`src/rtl/refcounted_handle_cache_defines.svh`:
```
// ----------------------------------------------------------------------------
// Refcounted handle cache assertion macros
// Shared property forms for the cache's concurrent checks.
// ----------------------------------------------------------------------------
`ifndef REFCOUNTED_HANDLE_CACHE_DEFINES_SVH
`define REFCOUNTED_HANDLE_CACHE_DEFINES_SVH

// Consequent holds in the same cycle as the antecedent.
`define RHC_ASSERT_SAME(label, clk, rst, ante, cons, msg) \
   label: assert property (@(posedge clk) disable iff (rst) (ante) |-> (cons)) \
      else $error(msg);

// Consequent holds in the cycle after the antecedent.
`define RHC_ASSERT_NEXT(label, clk, rst, ante, cons, msg) \
   label: assert property (@(posedge clk) disable iff (rst) (ante) |=> (cons)) \
      else $error(msg);

`endif

```
`src/rtl/rhc_pkg.sv`:
```
// ----------------------------------------------------------------------------
// Refcounted handle cache package
// Sizes, request codes and the command/status bundles between the
// controller and the datapath.
// ----------------------------------------------------------------------------
`default_nettype none

package rhc_pkg;

   localparam int ENTRIES     = 8;
   localparam int IDX_BITS    = $clog2(ENTRIES);
   localparam int KEY_BITS    = 64;
   localparam int HANDLE_BITS = 16;
   localparam int REF_BITS    = 16;

   localparam logic FUNC_GET     = 1'b0;
   localparam logic FUNC_RELEASE = 1'b1;

   typedef struct packed {
      logic load;    // capture request, restart scan
      logic step;    // examine one entry
      logic finish;  // update entry, load response register
   } rhc_cmd_type;

   typedef struct packed {
      logic scan_done;  // match found or last entry examined
   } rhc_sts_type;

endpackage

`default_nettype wire

```
`src/rtl/rhc_datapath.sv`:
```
// ----------------------------------------------------------------------------
// Refcounted handle cache datapath
// Entry table, one-entry-per-cycle scan trackers, update decision and
// response payload register.
// ----------------------------------------------------------------------------
`default_nettype none

module rhc_datapath (
   input  wire logic                             clock,
   input  wire logic                             reset,
   input  wire rhc_pkg::rhc_cmd_type             cmd,
   output rhc_pkg::rhc_sts_type                  sts,
   input  wire logic                             req_func,
   input  wire logic [rhc_pkg::KEY_BITS-1:0]     req_key,
   input  wire logic [rhc_pkg::HANDLE_BITS-1:0]  req_handle,
   input  wire logic                             req_drop_at_zero,
   output logic                                  rsp_hit,
   output logic [rhc_pkg::HANDLE_BITS-1:0]       rsp_result_handle,
   output logic                                  rsp_inserted,
   output logic                                  rsp_cache_full,
   output logic [rhc_pkg::HANDLE_BITS-1:0]       rsp_free_handle,
   output logic [rhc_pkg::IDX_BITS-1:0]          rsp_slot,
   output logic [rhc_pkg::REF_BITS-1:0]          rsp_ref_after
);

   localparam logic [rhc_pkg::IDX_BITS-1:0] LAST_IDX = rhc_pkg::IDX_BITS'(rhc_pkg::ENTRIES - 1);

   // entry table; a zero handle marks an empty entry
   logic [rhc_pkg::KEY_BITS-1:0]    ent_key_ff  [rhc_pkg::ENTRIES];
   logic [rhc_pkg::HANDLE_BITS-1:0] ent_hdl_ff  [rhc_pkg::ENTRIES];
   logic [rhc_pkg::REF_BITS-1:0]    ent_refs_ff [rhc_pkg::ENTRIES];

   // captured request
   logic                            rq_func_ff;
   logic [rhc_pkg::KEY_BITS-1:0]    rq_key_ff;
   logic [rhc_pkg::HANDLE_BITS-1:0] rq_hdl_ff;
   logic                            rq_dk_ff;

   // scan trackers
   logic [rhc_pkg::IDX_BITS-1:0]    idx_ff;
   logic                            found_ff;
   logic [rhc_pkg::IDX_BITS-1:0]    found_idx_ff;
   logic [rhc_pkg::HANDLE_BITS-1:0] found_hdl_ff;
   logic [rhc_pkg::REF_BITS-1:0]    found_refs_ff;
   logic                            empty_ok_ff;
   logic [rhc_pkg::IDX_BITS-1:0]    empty_idx_ff;
   logic                            unref_ok_ff;
   logic [rhc_pkg::IDX_BITS-1:0]    unref_idx_ff;
   logic [rhc_pkg::HANDLE_BITS-1:0] unref_hdl_ff;

   // current entry
   logic [rhc_pkg::KEY_BITS-1:0]    cur_key;
   logic [rhc_pkg::HANDLE_BITS-1:0] cur_hdl;
   logic [rhc_pkg::REF_BITS-1:0]    cur_refs;
   logic                            cur_empty;
   logic                            match;
   logic                            rec_empty;
   logic                            rec_unref;

   // update decision
   logic [rhc_pkg::REF_BITS-1:0]    inc_refs;
   logic [rhc_pkg::REF_BITS-1:0]    dec_refs;
   logic                            wr_en;
   logic                            wr_key_en;
   logic [rhc_pkg::IDX_BITS-1:0]    wr_idx;
   logic [rhc_pkg::HANDLE_BITS-1:0] wr_hdl;
   logic [rhc_pkg::REF_BITS-1:0]    wr_refs;
   logic                            o_hit;
   logic [rhc_pkg::HANDLE_BITS-1:0] o_res;
   logic                            o_ins;
   logic                            o_full;
   logic [rhc_pkg::HANDLE_BITS-1:0] o_free;
   logic [rhc_pkg::IDX_BITS-1:0]    o_slot;
   logic [rhc_pkg::REF_BITS-1:0]    o_refs;

   logic                            rsp_hit_ff;
   logic [rhc_pkg::HANDLE_BITS-1:0] rsp_res_ff;
   logic                            rsp_ins_ff;
   logic                            rsp_full_ff;
   logic [rhc_pkg::HANDLE_BITS-1:0] rsp_free_ff;
   logic [rhc_pkg::IDX_BITS-1:0]    rsp_slot_ff;
   logic [rhc_pkg::REF_BITS-1:0]    rsp_refs_ff;

   always_comb begin
      cur_key   = ent_key_ff[idx_ff];
      cur_hdl   = ent_hdl_ff[idx_ff];
      cur_refs  = ent_refs_ff[idx_ff];
      cur_empty = (cur_hdl == '0);
      match     = ((rq_func_ff == rhc_pkg::FUNC_GET) && !cur_empty && (cur_key == rq_key_ff))
               || ((rq_func_ff == rhc_pkg::FUNC_RELEASE) && (rq_hdl_ff != '0)
                   && (cur_hdl == rq_hdl_ff));
      rec_empty = !match && cur_empty && !empty_ok_ff;
      rec_unref = !match && !cur_empty && (cur_refs == '0) && !unref_ok_ff;
      sts.scan_done = match || (idx_ff == LAST_IDX);
   end

   always_ff @(posedge clock) begin
      if (reset) begin
         idx_ff      <= '0;
         found_ff    <= 1'b0;
         empty_ok_ff <= 1'b0;
         unref_ok_ff <= 1'b0;
      end else if (cmd.load) begin
         idx_ff      <= '0;
         found_ff    <= 1'b0;
         empty_ok_ff <= 1'b0;
         unref_ok_ff <= 1'b0;
      end else if (cmd.step) begin
         idx_ff <= idx_ff + 1'b1;
         if (match) found_ff <= 1'b1;
         if (rec_empty) empty_ok_ff <= 1'b1;
         if (rec_unref) unref_ok_ff <= 1'b1;
      end
   end

   always_ff @(posedge clock) begin
      if (cmd.load) begin
         rq_func_ff <= req_func;
         rq_key_ff  <= req_key;
         rq_hdl_ff  <= req_handle;
         rq_dk_ff   <= req_drop_at_zero;
      end
      if (cmd.step && match) begin
         found_idx_ff  <= idx_ff;
         found_hdl_ff  <= cur_hdl;
         found_refs_ff <= cur_refs;
      end
      if (cmd.step && rec_empty) empty_idx_ff <= idx_ff;
      if (cmd.step && rec_unref) begin
         unref_idx_ff <= idx_ff;
         unref_hdl_ff <= cur_hdl;
      end
   end

   always_comb begin
      inc_refs  = (found_refs_ff == '1) ? found_refs_ff : found_refs_ff + 1'b1;
      dec_refs  = (found_refs_ff == '0) ? '0 : found_refs_ff - 1'b1;
      wr_en     = 1'b0;
      wr_key_en = 1'b0;
      wr_idx    = found_idx_ff;
      wr_hdl    = found_hdl_ff;
      wr_refs   = found_refs_ff;
      o_hit     = 1'b0;
      o_res     = '0;
      o_ins     = 1'b0;
      o_full    = 1'b0;
      o_free    = '0;
      o_slot    = '0;
      o_refs    = '0;
      if (rq_func_ff == rhc_pkg::FUNC_GET) begin
         if (found_ff) begin
            wr_en   = 1'b1;
            wr_refs = inc_refs;
            o_hit   = 1'b1;
            o_res   = found_hdl_ff;
            o_slot  = found_idx_ff;
            o_refs  = inc_refs;
         end else if (rq_hdl_ff != '0) begin
            o_res = rq_hdl_ff;
            if (empty_ok_ff || unref_ok_ff) begin
               wr_en     = 1'b1;
               wr_key_en = 1'b1;
               wr_idx    = empty_ok_ff ? empty_idx_ff : unref_idx_ff;
               wr_hdl    = rq_hdl_ff;
               wr_refs   = rhc_pkg::REF_BITS'(1);
               o_ins     = 1'b1;
               o_free    = empty_ok_ff ? '0 : unref_hdl_ff;
               o_slot    = wr_idx;
               o_refs    = rhc_pkg::REF_BITS'(1);
            end else begin
               o_full = 1'b1;
            end
         end
      end else if (found_ff) begin
         wr_en  = 1'b1;
         o_hit  = 1'b1;
         o_slot = found_idx_ff;
         if ((dec_refs == '0) && rq_dk_ff) begin
            // last reference gone: drop the entry, caller frees the handle
            wr_hdl  = '0;
            wr_refs = '0;
            o_free  = rq_hdl_ff;
         end else begin
            wr_refs = dec_refs;
            o_refs  = dec_refs;
         end
      end else begin
         o_free = rq_hdl_ff;
      end
   end

   always_ff @(posedge clock) begin
      if (reset) begin
         for (int i = 0; i < rhc_pkg::ENTRIES; i++) begin
            ent_hdl_ff[i]  <= '0;
            ent_refs_ff[i] <= '0;
         end
      end else if (cmd.finish && wr_en) begin
         ent_hdl_ff[wr_idx]  <= wr_hdl;
         ent_refs_ff[wr_idx] <= wr_refs;
      end
   end

   always_ff @(posedge clock) begin
      if (cmd.finish && wr_en && wr_key_en) ent_key_ff[wr_idx] <= rq_key_ff;
   end

   always_ff @(posedge clock) begin
      if (cmd.finish) begin
         rsp_hit_ff  <= o_hit;
         rsp_res_ff  <= o_res;
         rsp_ins_ff  <= o_ins;
         rsp_full_ff <= o_full;
         rsp_free_ff <= o_free;
         rsp_slot_ff <= o_slot;
         rsp_refs_ff <= o_refs;
      end
   end

   assign rsp_hit           = rsp_hit_ff;
   assign rsp_result_handle = rsp_res_ff;
   assign rsp_inserted      = rsp_ins_ff;
   assign rsp_cache_full    = rsp_full_ff;
   assign rsp_free_handle   = rsp_free_ff;
   assign rsp_slot          = rsp_slot_ff;
   assign rsp_ref_after     = rsp_refs_ff;

endmodule

`default_nettype wire

```
`src/rtl/rhc_ctrl.sv`:
```
// ----------------------------------------------------------------------------
// Refcounted handle cache controller
// Sequences accept, scan and update, and owns the response valid flag.
// ----------------------------------------------------------------------------
`default_nettype none
`include "refcounted_handle_cache_defines.svh"

module rhc_ctrl (
   input  wire logic                  clock,
   input  wire logic                  reset,
   input  wire logic                  req_valid,
   output logic                       req_stall,
   output logic                       rsp_valid,
   input  wire logic                  rsp_stall,
   output rhc_pkg::rhc_cmd_type       cmd,
   input  wire rhc_pkg::rhc_sts_type  sts
);

   typedef enum logic [1:0] {
      ST_IDLE,
      ST_SCAN,
      ST_FINISH
   } state_type;

   state_type state_ff, state_in;
   logic      rsp_valid_ff, rsp_valid_in;
   logic      out_free;

   assign req_stall = reset || (state_ff != ST_IDLE);
   assign rsp_valid = rsp_valid_ff;

   always_comb begin
      out_free   = !rsp_valid_ff || !rsp_stall;
      cmd.load   = req_valid && !req_stall;
      cmd.step   = (state_ff == ST_SCAN);
      cmd.finish = (state_ff == ST_FINISH) && out_free;

      state_in = state_ff;
      unique case (state_ff)
         ST_IDLE:   if (cmd.load) state_in = ST_SCAN;
         ST_SCAN:   if (sts.scan_done) state_in = ST_FINISH;
         ST_FINISH: if (cmd.finish) state_in = ST_IDLE;
         default:   state_in = ST_IDLE;
      endcase

      // result register: refilled on finish, emptied when the beat is taken
      if (cmd.finish) rsp_valid_in = 1'b1;
      else if (!rsp_stall) rsp_valid_in = 1'b0;
      else rsp_valid_in = rsp_valid_ff;
   end

   always_ff @(posedge clock) begin
      if (reset) begin
         state_ff     <= ST_IDLE;
         rsp_valid_ff <= 1'b0;
      end else begin
         state_ff     <= state_in;
         rsp_valid_ff <= rsp_valid_in;
      end
   end

   `RHC_ASSERT_NEXT(a_load_starts_scan, clock, reset, cmd.load, state_ff == ST_SCAN, "accept did not start scan")
   `RHC_ASSERT_NEXT(a_finish_fills_rsp, clock, reset, cmd.finish, rsp_valid_ff && (state_ff == ST_IDLE), "finish did not present result")
   `RHC_ASSERT_NEXT(a_pending_holds, clock, reset, (state_ff == ST_FINISH) && rsp_valid_ff && rsp_stall, state_ff == ST_FINISH, "result overwritten while stalled")
   `RHC_ASSERT_SAME(a_no_accept_busy, clock, reset, cmd.load, state_ff == ST_IDLE, "accept outside idle")

endmodule

`default_nettype wire

```
`src/rtl/refcounted_handle_cache.sv`:
```
// ----------------------------------------------------------------------------
// Refcounted handle cache
// Eight-entry fully associative cache of reference-counted object handles.
// ----------------------------------------------------------------------------
// One request is handled at a time. After the accepting edge the table is
// scanned one entry per cycle, stopping at the first match, then an update
// step writes the entry and loads the result register; that step waits while
// a pending result is stalled. A new request may be accepted as soon as the
// update is done, while the previous result still waits in its output
// register. All entries are empty after reset; no clearing pass is needed.
`default_nettype none

module refcounted_handle_cache (
   input  wire logic                             clock,
   input  wire logic                             reset,
   input  wire logic                             req_valid,
   output logic                                  req_stall,
   input  wire logic                             req_func,
   input  wire logic [rhc_pkg::KEY_BITS-1:0]     req_key,
   input  wire logic [rhc_pkg::HANDLE_BITS-1:0]  req_handle,
   input  wire logic                             req_drop_at_zero,
   output logic                                  rsp_valid,
   input  wire logic                             rsp_stall,
   output logic                                  rsp_hit,
   output logic [rhc_pkg::HANDLE_BITS-1:0]       rsp_result_handle,
   output logic                                  rsp_inserted,
   output logic                                  rsp_cache_full,
   output logic [rhc_pkg::HANDLE_BITS-1:0]       rsp_free_handle,
   output logic [rhc_pkg::IDX_BITS-1:0]          rsp_slot,
   output logic [rhc_pkg::REF_BITS-1:0]          rsp_ref_after
);

   rhc_pkg::rhc_cmd_type cmd;
   rhc_pkg::rhc_sts_type sts;

   rhc_datapath u_dp (
      .clock             (clock),
      .reset             (reset),
      .cmd               (cmd),
      .sts               (sts),
      .req_func          (req_func),
      .req_key           (req_key),
      .req_handle        (req_handle),
      .req_drop_at_zero  (req_drop_at_zero),
      .rsp_hit           (rsp_hit),
      .rsp_result_handle (rsp_result_handle),
      .rsp_inserted      (rsp_inserted),
      .rsp_cache_full    (rsp_cache_full),
      .rsp_free_handle   (rsp_free_handle),
      .rsp_slot          (rsp_slot),
      .rsp_ref_after     (rsp_ref_after)
   );

   rhc_ctrl u_ctrl (
      .clock     (clock),
      .reset     (reset),
      .req_valid (req_valid),
      .req_stall (req_stall),
      .rsp_valid (rsp_valid),
      .rsp_stall (rsp_stall),
      .cmd       (cmd),
      .sts       (sts)
   );

endmodule

`default_nettype wire

```
`config.mk`:
```
export PLATFORM = sky130hd
export DESIGN_NAME = refcounted_handle_cache
export DESIGN_NICKNAME = d
export VERILOG_FILES = /design/src/rtl/rhc_pkg.sv /design/src/rtl/rhc_datapath.sv /design/src/rtl/rhc_ctrl.sv /design/src/rtl/refcounted_handle_cache.sv
export VERILOG_INCLUDE_DIRS = /design/src /design/src/rtl
export SDC_FILE = /design/constraint.sdc
export NUM_CORES = 1
export LEC_CHECK = 0
export BUFFER_PORTS_ARGS = -buffer_cell sky130_fd_sc_hd__buf_2
export CORE_MARGIN = 2
export CORE_UTILIZATION = 52
export DETAILED_ROUTE_END_ITERATION = 10
export PLACE_DENSITY = 0.75
export SYNTH_ARGS = -nofsm -noshare
export SYNTH_HDL_FRONTEND = slang
export SYNTH_HIERARCHICAL = 1
export SYNTH_SLANG_ARGS = --single-unit
```
`constraint.sdc`:
```
create_clock -name clock -period 6.3 [get_ports clock]
set_input_delay 0 -clock clock [delete_from_list [all_inputs] [get_ports clock]]
set_output_delay 0 -clock clock [all_outputs]
set_load 0.02 [all_outputs]
```
==> results.json, run 1 <==
{
  "status": "finished clean",
  "grt_pass1_wl_mm": 139,
  "hpwl_mm": 55.1,
  "clock_path_buffers": 3,
  "io_pins": 142,
  "max_freq_mhz": 202,
  "fillers": 5402,
  "grt_pass1_vias": 22900,
  "syn-num-nets": 2387,
  "ys_warn_count": 6,
  "port_buffers": 141,
  "end_kind": "flop",
  "dp.cells": 3413,
  "drive_above_1_share_pct": 21.1,
  "root_buffer": "clkbuf_16",
  "synthXorXnorAreaFrac_pct": 1.89,
  "dr.pass1.iters": 6,
  "ant_nets": 0,
  "synth-simple-area-share_pct": 6.46,
  "synth-seq-cells": 973,
  "setup_viol": 0,
  "hold_viol": 0,
  "synth_cell_type_count": 79,
  "gp_congestion": 0.926,
  "placementRows": 101,
  "final.min_clock_period_ns": 4.96,
  "synth_compound_area_share_pct": 3.57,
  "finalClockSkew_ns": 0.0339,
  "coreArea_um2": 75900,
  "grt_util_met2_pct": 39.9,
  "clkSlewWorstSetupHoldPaths_ns": 0.06,
  "cts_max_level": 3,
  "busiest_layer": "met2",
  "grt_usage_pct": 23.7,
  "grtUsageMet3_pct": 4.21,
  "holdCritPathClass": "in2reg",
  "ir_worst_vdd_mv": 0.269,
  "initial_utilization_pct": 52.5,
  "synthesis.area_um2": 39900,
  "hold_path_depth": 2,
  "detail_route.wirelength_mm": 92.8,
  "leakage_nw": 15.0,
  "synth.mux.area_fraction_pct": 13.2,
  "power.density_nw_per_um2": 292,
  "fp.dieW_um": 281,
  "reg2regPathDepth": 10,
  "via_count": 22300,
  "ff_latch_area_um2": 29100,
  "utilization_pct": 60.5,
  "synth_edf_count": 961,
  "synth_fa_ha_area_share_pct": 0.126,
  "dpl_cell_area_um2": 41900,
  "insertion_delay_ns": 0.67,
  "die_y_um": 281,
  "antenna_cells": 0,
  "finalSetupTns_ns": 0,
  "crit_fanout": 42,
  "power_mw": 13.4,
  "syn2layout_area_growth_pct": 15.2,
  "startpoint_type": "flop",
  "final_nets": 2660,
  "dp_slack_ns": 1.58,
  "syn_avg_cell_area_um2": 17.4,
  "critPathRequiredTime_ns": 6.90,
  "dieArea_um2": 78900,
  "grt_max_degree": 65,
  "worst_pin_slew_ns": 1.23,
  "stdcell_area_um2": 45900,
  "drt-initial-drc-count": 2360,
  "arrival_ns": 5.55,
  "maxCapViolCount": 0,
  "min_to": "u_dp/rq_key_ff[27]$_DFFE_PP_",
  "synth_top_family_by_area": "multiplexers",
  "multi_input_area_um2": 10100,
  "relSlewSlack_pct": 17.2,
  "final_common_cell": "edfxtp_1",
  "r2r_slack_ns": 1.34,
  "most-common-layout-cells": "edfxtp_1 (961), nor2_1 (311), mux4_2 (144)",
  "ys_seq_area_share_pct": 73.0,
  "min_from": "req_key[27]",
  "numCtsBuffers": 98,
  "grt-ovfl-total": 0,
  "crit_type": "reg2reg",
  "whs_ns": 0.0479,
  "async_flop_share_pct": 0,
  "cts_tree": "done",
  "grt_antenna_before_repair": 2,
  "ys.flop_type": "edfxtp_1",
  "rsz0062_at_grt": "false",
  "setup_ws_ns": 1.34,
  "fin_cells": 3680,
  "r2r-end": "u_ctrl/state_ff[0]$_SDFFE_PP0P_",
  "synthCells": 2297,
  "avgViaCountPerCell": 6.05,
  "drcViolationCount": 0,
  "maxSlewViolCount": 0,
  "cts.sinks": 973,
  "min_period_over_period_pct": 78.7,
  "grt_util_met1_pct": 31.7,
  "wl_per_cell_um": 25.2
}
## Yosys cell counts, types with 4 or more instances
master	count	area share, %
xnor2_1	49	1.1
nor2b_1	6	0.094
o22ai_1	7	0.11
nand4_1	19	0.30
nand2_1	76	0.72
buf_2	37	0.46
and4_1	4	0.088
ha_1	4	0.13
o21ai_0	21	0.26
mux2_2	42	1.2
a21oi_1	26	0.33
or4_1	8	0.15
o21a_1	5	0.094
o211a_1	5	0.13
nand2b_1	15	0.24
xor2_1	37	0.81
dfxtp_1	12	0.60
and3_1	6	0.094
edfxtp_1	961	72
nand4b_1	5	0.11
clkbuf_1	53	0.50
nand3_1	21	0.26
a211oi_1	5	0.094
o211ai_1	8	0.15
buf_6	8	0.23
nand3b_1	5	0.094
nor4_1	23	0.36
a221oi_1	7	0.15
nor3_1	12	0.15
a22o_1	31	0.68
buf_1	5	0.047
buf_4	15	0.28
mux4_2	144	8.1
a31oi_1	7	0.11
or3_1	10	0.16
a22oi_1	44	0.83
inv_1	26	0.24
nor2_1	320	3.0
and2_1	7	0.11
mux2i_1	142	3.6
## worst max-delay path, stage by stage (launching register included)
cell,delay (ns)
dfxtp_4,0.93
buf_12,0.31
mux4_2,0.54
mux2i_1,0.44
nand3_1,0.16
or4_1,0.69
nand4_1,0.36
o31ai_2,0.13
or2_1,0.32
a2111oi_1,0.38
dlygate4sd3_1,0.59
## power by group
group          internal (mW)  switching, mW
combinational          0.260          0.309
clock                   3.17           2.40
sequential              7.17         0.0861
total                   10.6           2.80
## kinds of logic (layout without fill, tap and decap cells)
family                   count (synthesis)  count (layout)
flip-flops                             973             973
AND/OR/NAND/NOR                        560             560
multiplexers                           334             334
AO/OA/AOI/OAI                          194             194
buffers and inverters                  146             499
XOR/XNOR                                86              86
adder cells (fa/ha/maj)                  4               4
## cell type report
cell class	instances	share of cell area, %
Tap cell	1030	2.81
Clock inverter	61	1.22
Timing Repair Buffer	291	4.74
Clock buffer	119	5.53
Sequential cell	973	63.4
Multi-Input combinational cell	1178	22.1
Inverter	28	0.229
## worst max-delay path by stage
stage	to	slack, ns	depth (start not counted)
2_1_floorplan	flop	1.11	5
3_3_place_gp	u_dp/found_refs_ff[6]$_DFFE_PP_	1.65	10
3_5_place_dp	u_dp/found_refs_ff[8]$_DFFE_PP_	1.58	10
4_1_cts	u_ctrl/state_ff[0]$_SDFFE_PP0P_	1.33	10
5_1_grt	u_ctrl/state_ff[0]$_SDFFE_PP0P_	1.09	10
6_report	u_ctrl/state_ff[0]$_SDFFE_PP0P_	1.34	10
## routing by layer
layer / vias to the layer above / part of all wire [%]
met5: - / 0.011
met4: 2 / 2.7
met3: 177 / 8.4
met2: 1151 / 50
met1: 11400 / 39
li1: 9588 / -
## timing repair
action | 4_1_cts | 5_1_grt
hold buffers | 87 | 0
buffers inserted | 0 | 0
resized for setup | 0 | 0
hold endpoints to repair | 120 | 0
## registers in the layout (all words and copies together) (netlist names), 16 cells and up, named ones only
signal,cells
u_dp/rq_hdl_ff,16
u_dp/ent_hdl_ff,128
u_dp/ent_key_ff,512
u_dp/ent_refs_ff,128
u_dp/rsp_result_handle,16
u_dp/found_hdl_ff,16
u_dp/rsp_free_handle,16
u_dp/found_refs_ff,16
u_dp/rsp_ref_after,16
u_dp/rq_key_ff,64
u_dp/unref_hdl_ff,16
No activity file was read; power rests on OpenSTA's default activity.
==> inputs of run 2 (changes only) <==
==> constraint.sdc (replaced) <==
create_clock -name clock -period 5 [get_ports clock]
set_input_delay 0 -clock clock [delete_from_list [all_inputs] [get_ports clock]]
set_output_delay 0 -clock clock [all_outputs]
set_load 0.02 [all_outputs]
==> run 2 against run 1 <==
Against the previous run: sequential share of layout area decreased by 0.39 points; wire length up 0.46%; total power is 26% higher; worst setup slack worse by 1.1 ns; critical endpoint unchanged; combinational power is 27% higher.
==> results.json, run 2 (synthesis results as in run 1) <==
{
  "arrival_ns": 5.38,
  "drive_above_1_share_pct": 22.1,
  "grt_max_degree": 65,
  "worst_pin_slew_ns": 1.06,
  "grt-ovfl-total": 0,
  "root_buffer": "clkbuf_16",
  "placementRows": 101,
  "cts_tree": "done",
  "cts.sinks": 973,
  "dr.pass1.iters": 6,
  "die_y_um": 281,
  "io_pins": 142,
  "max_freq_mhz": 209,
  "final_common_cell": "edfxtp_1",
  "fp.dieW_um": 281,
  "detail_route.wirelength_mm": 93.2,
  "maxCapViolCount": 0,
  "min_period_over_period_pct": 95.6,
  "syn2layout_area_growth_pct": 15.9,
  "stdcell_area_um2": 46200,
  "cts_max_level": 3,
  "grt_usage_pct": 23.8,
  "maxSlewViolCount": 0,
  "avgViaCountPerCell": 6.03,
  "initial_utilization_pct": 52.5,
  "critPathRequiredTime_ns": 5.60,
  "numCtsBuffers": 98,
  "ant_nets": 0,
  "drcViolationCount": 0,
  "port_buffers": 141,
  "status": "finished clean",
  "crit_fanout": 26,
  "holdCritPathClass": "in2reg",
  "path_common_cell": "nand4_1",
  "power_mw": 16.9,
  "hpwl_mm": 55.5,
  "crit_path_top_delay_cell": "or4_1",
  "antenna_cells": 0,
  "dieArea_um2": 78900,
  "drt-met1-wl_mm": 36.0,
  "rsz0062_at_grt": "false",
  "via_count": 22400,
  "grt_pass1_vias": 23000,
  "finalClockSkew_ns": 0.0250,
  "clock_path_buffers": 3,
  "leakage_nw": 15.2,
  "regMostFlops": "u_dp/ent_key_ff",
  "top_layer": "met5",
  "dr_wl_met2_mm": 46.4,
  "largest_reg_flops": 512,
  "cts_setup_buffers": 0,
  "most-common-layout-cells": "edfxtp_1 (961), nor2_1 (311), mux4_2 (144)",
  "wl_per_cell_um": 25.1,
  "setup_viol": 0,
  "power.density_nw_per_um2": 366,
  "hold_viol": 0,
  "grt_antenna_before_repair": 1,
  "relSlewSlack_pct": 29.1,
  "reg.largest.list": "u_dp/ent_key_ff (512), u_dp/ent_hdl_ff (128), u_dp/ent_refs_ff (128)",
  "multi_input_area_um2": 10100,
  "dpl_cell_area_um2": 42200,
  "ir_worst_vdd_mv": 0.373,
  "end_kind": "flop",
  "final.min_clock_period_ns": 4.78,
  "cts.repair.resized": 0,
  "drt-initial-drc-count": 2431,
  "coreArea_um2": 75900,
  "dr_wl_met3_mm": 8.05,
  "crit_type": "reg2reg",
  "startpoint_type": "flop",
  "worst-path-buf-inv": 2,
  "gp_congestion": 0.862,
  "clkSlewWorstSetupHoldPaths_ns": 0.06,
  "r2r_slack_ns": 0.22,
  "crit_family": "simple AND/OR/NAND/NOR gates",
  "ff_latch_area_um2": 29100,
  "final_nets": 2695,
  "timing.critical_path.cells": "buf_4 -> mux4_2 -> mux2i_1 -> nand4_1 -> or4_1 -> nand4_1 -> o31ai_2 -> or2_1 -> a2111oi_1 -> dlygate4sd3_1",
  "insertion_delay_ns": 0.67,
  "slowest_delay_ns": 0.67,
  "grt_pass1_wl_mm": 139,
  "fillers": 5343
}
-- run 2: cell types whose count changed in the layout (fill, tap and decap cells not counted), sizes merged --
cell and change:
clkbuf -6, buf +35, clkinv -5, clkinvlp +8, bufinv +1, inv +3
-- run 2: power by group --
part	internal [mW]	total (mW)	switching, mW
clock	4.02	7.06	3.04
combinational	0.331	0.722	0.391
sequential	9.04	9.14	0.100
-- run 2: worst paths after layout --
kind                                endpoint                   startpoint  depth (start not counted)
min             u_dp/rq_key_ff[38]$_DFFE_PP_                  req_key[38]                          2
max reg2reg  u_ctrl/state_ff[0]$_SDFFE_PP0P_                         flop                         10
max          u_ctrl/state_ff[0]$_SDFFE_PP0P_                         flop                         10
min reg2reg   u_dp/found_idx_ff[1]$_DFFE_PP_  u_dp/idx_ff[1]$_SDFFE_PP0P_                          0
-- run 2: layout make-up --
class | instances | share of cell area, %
Multi-Input combinational cell | 1178 | 21.9
Clock buffer | 113 | 5.43
Clock inverter | 68 | 1.26
Timing Repair Buffer | 326 | 5.36
Tap cell | 1030 | 2.79
Sequential cell | 973 | 63.0
Inverter | 28 | 0.228
-- run 2: per-layer routing --
layer,vias to the layer above,track usage (%)
li1,9667,-
met1,11400,31.9
met2,1138,40.0
met3,193,3.67
met4,2,8.24
met5,-,0
-- run 2: stage by stage --
stage          hold WS, ns  setup WS [ns]  util [%]  setup TNS (ns)  instances
4_1_cts             0.0120          0.265      60.8               0       3716
3_5_place_dp         0.178          0.666      55.6               0       3448
2_1_floorplan       0.0691        -0.0613         -          -23.08       2297
5_1_grt             0.0259        0.00318      60.8               0       3716
3_3_place_gp         0.177          0.587      55.6               0       3448
6_report            0.0400          0.220      60.8               0       3716
-- run 2: timing repair --
item,in CTS,in global routing
hold endpoints to repair,111,0
endpoints found under the setup margin,0,0
hold buffers,87,0
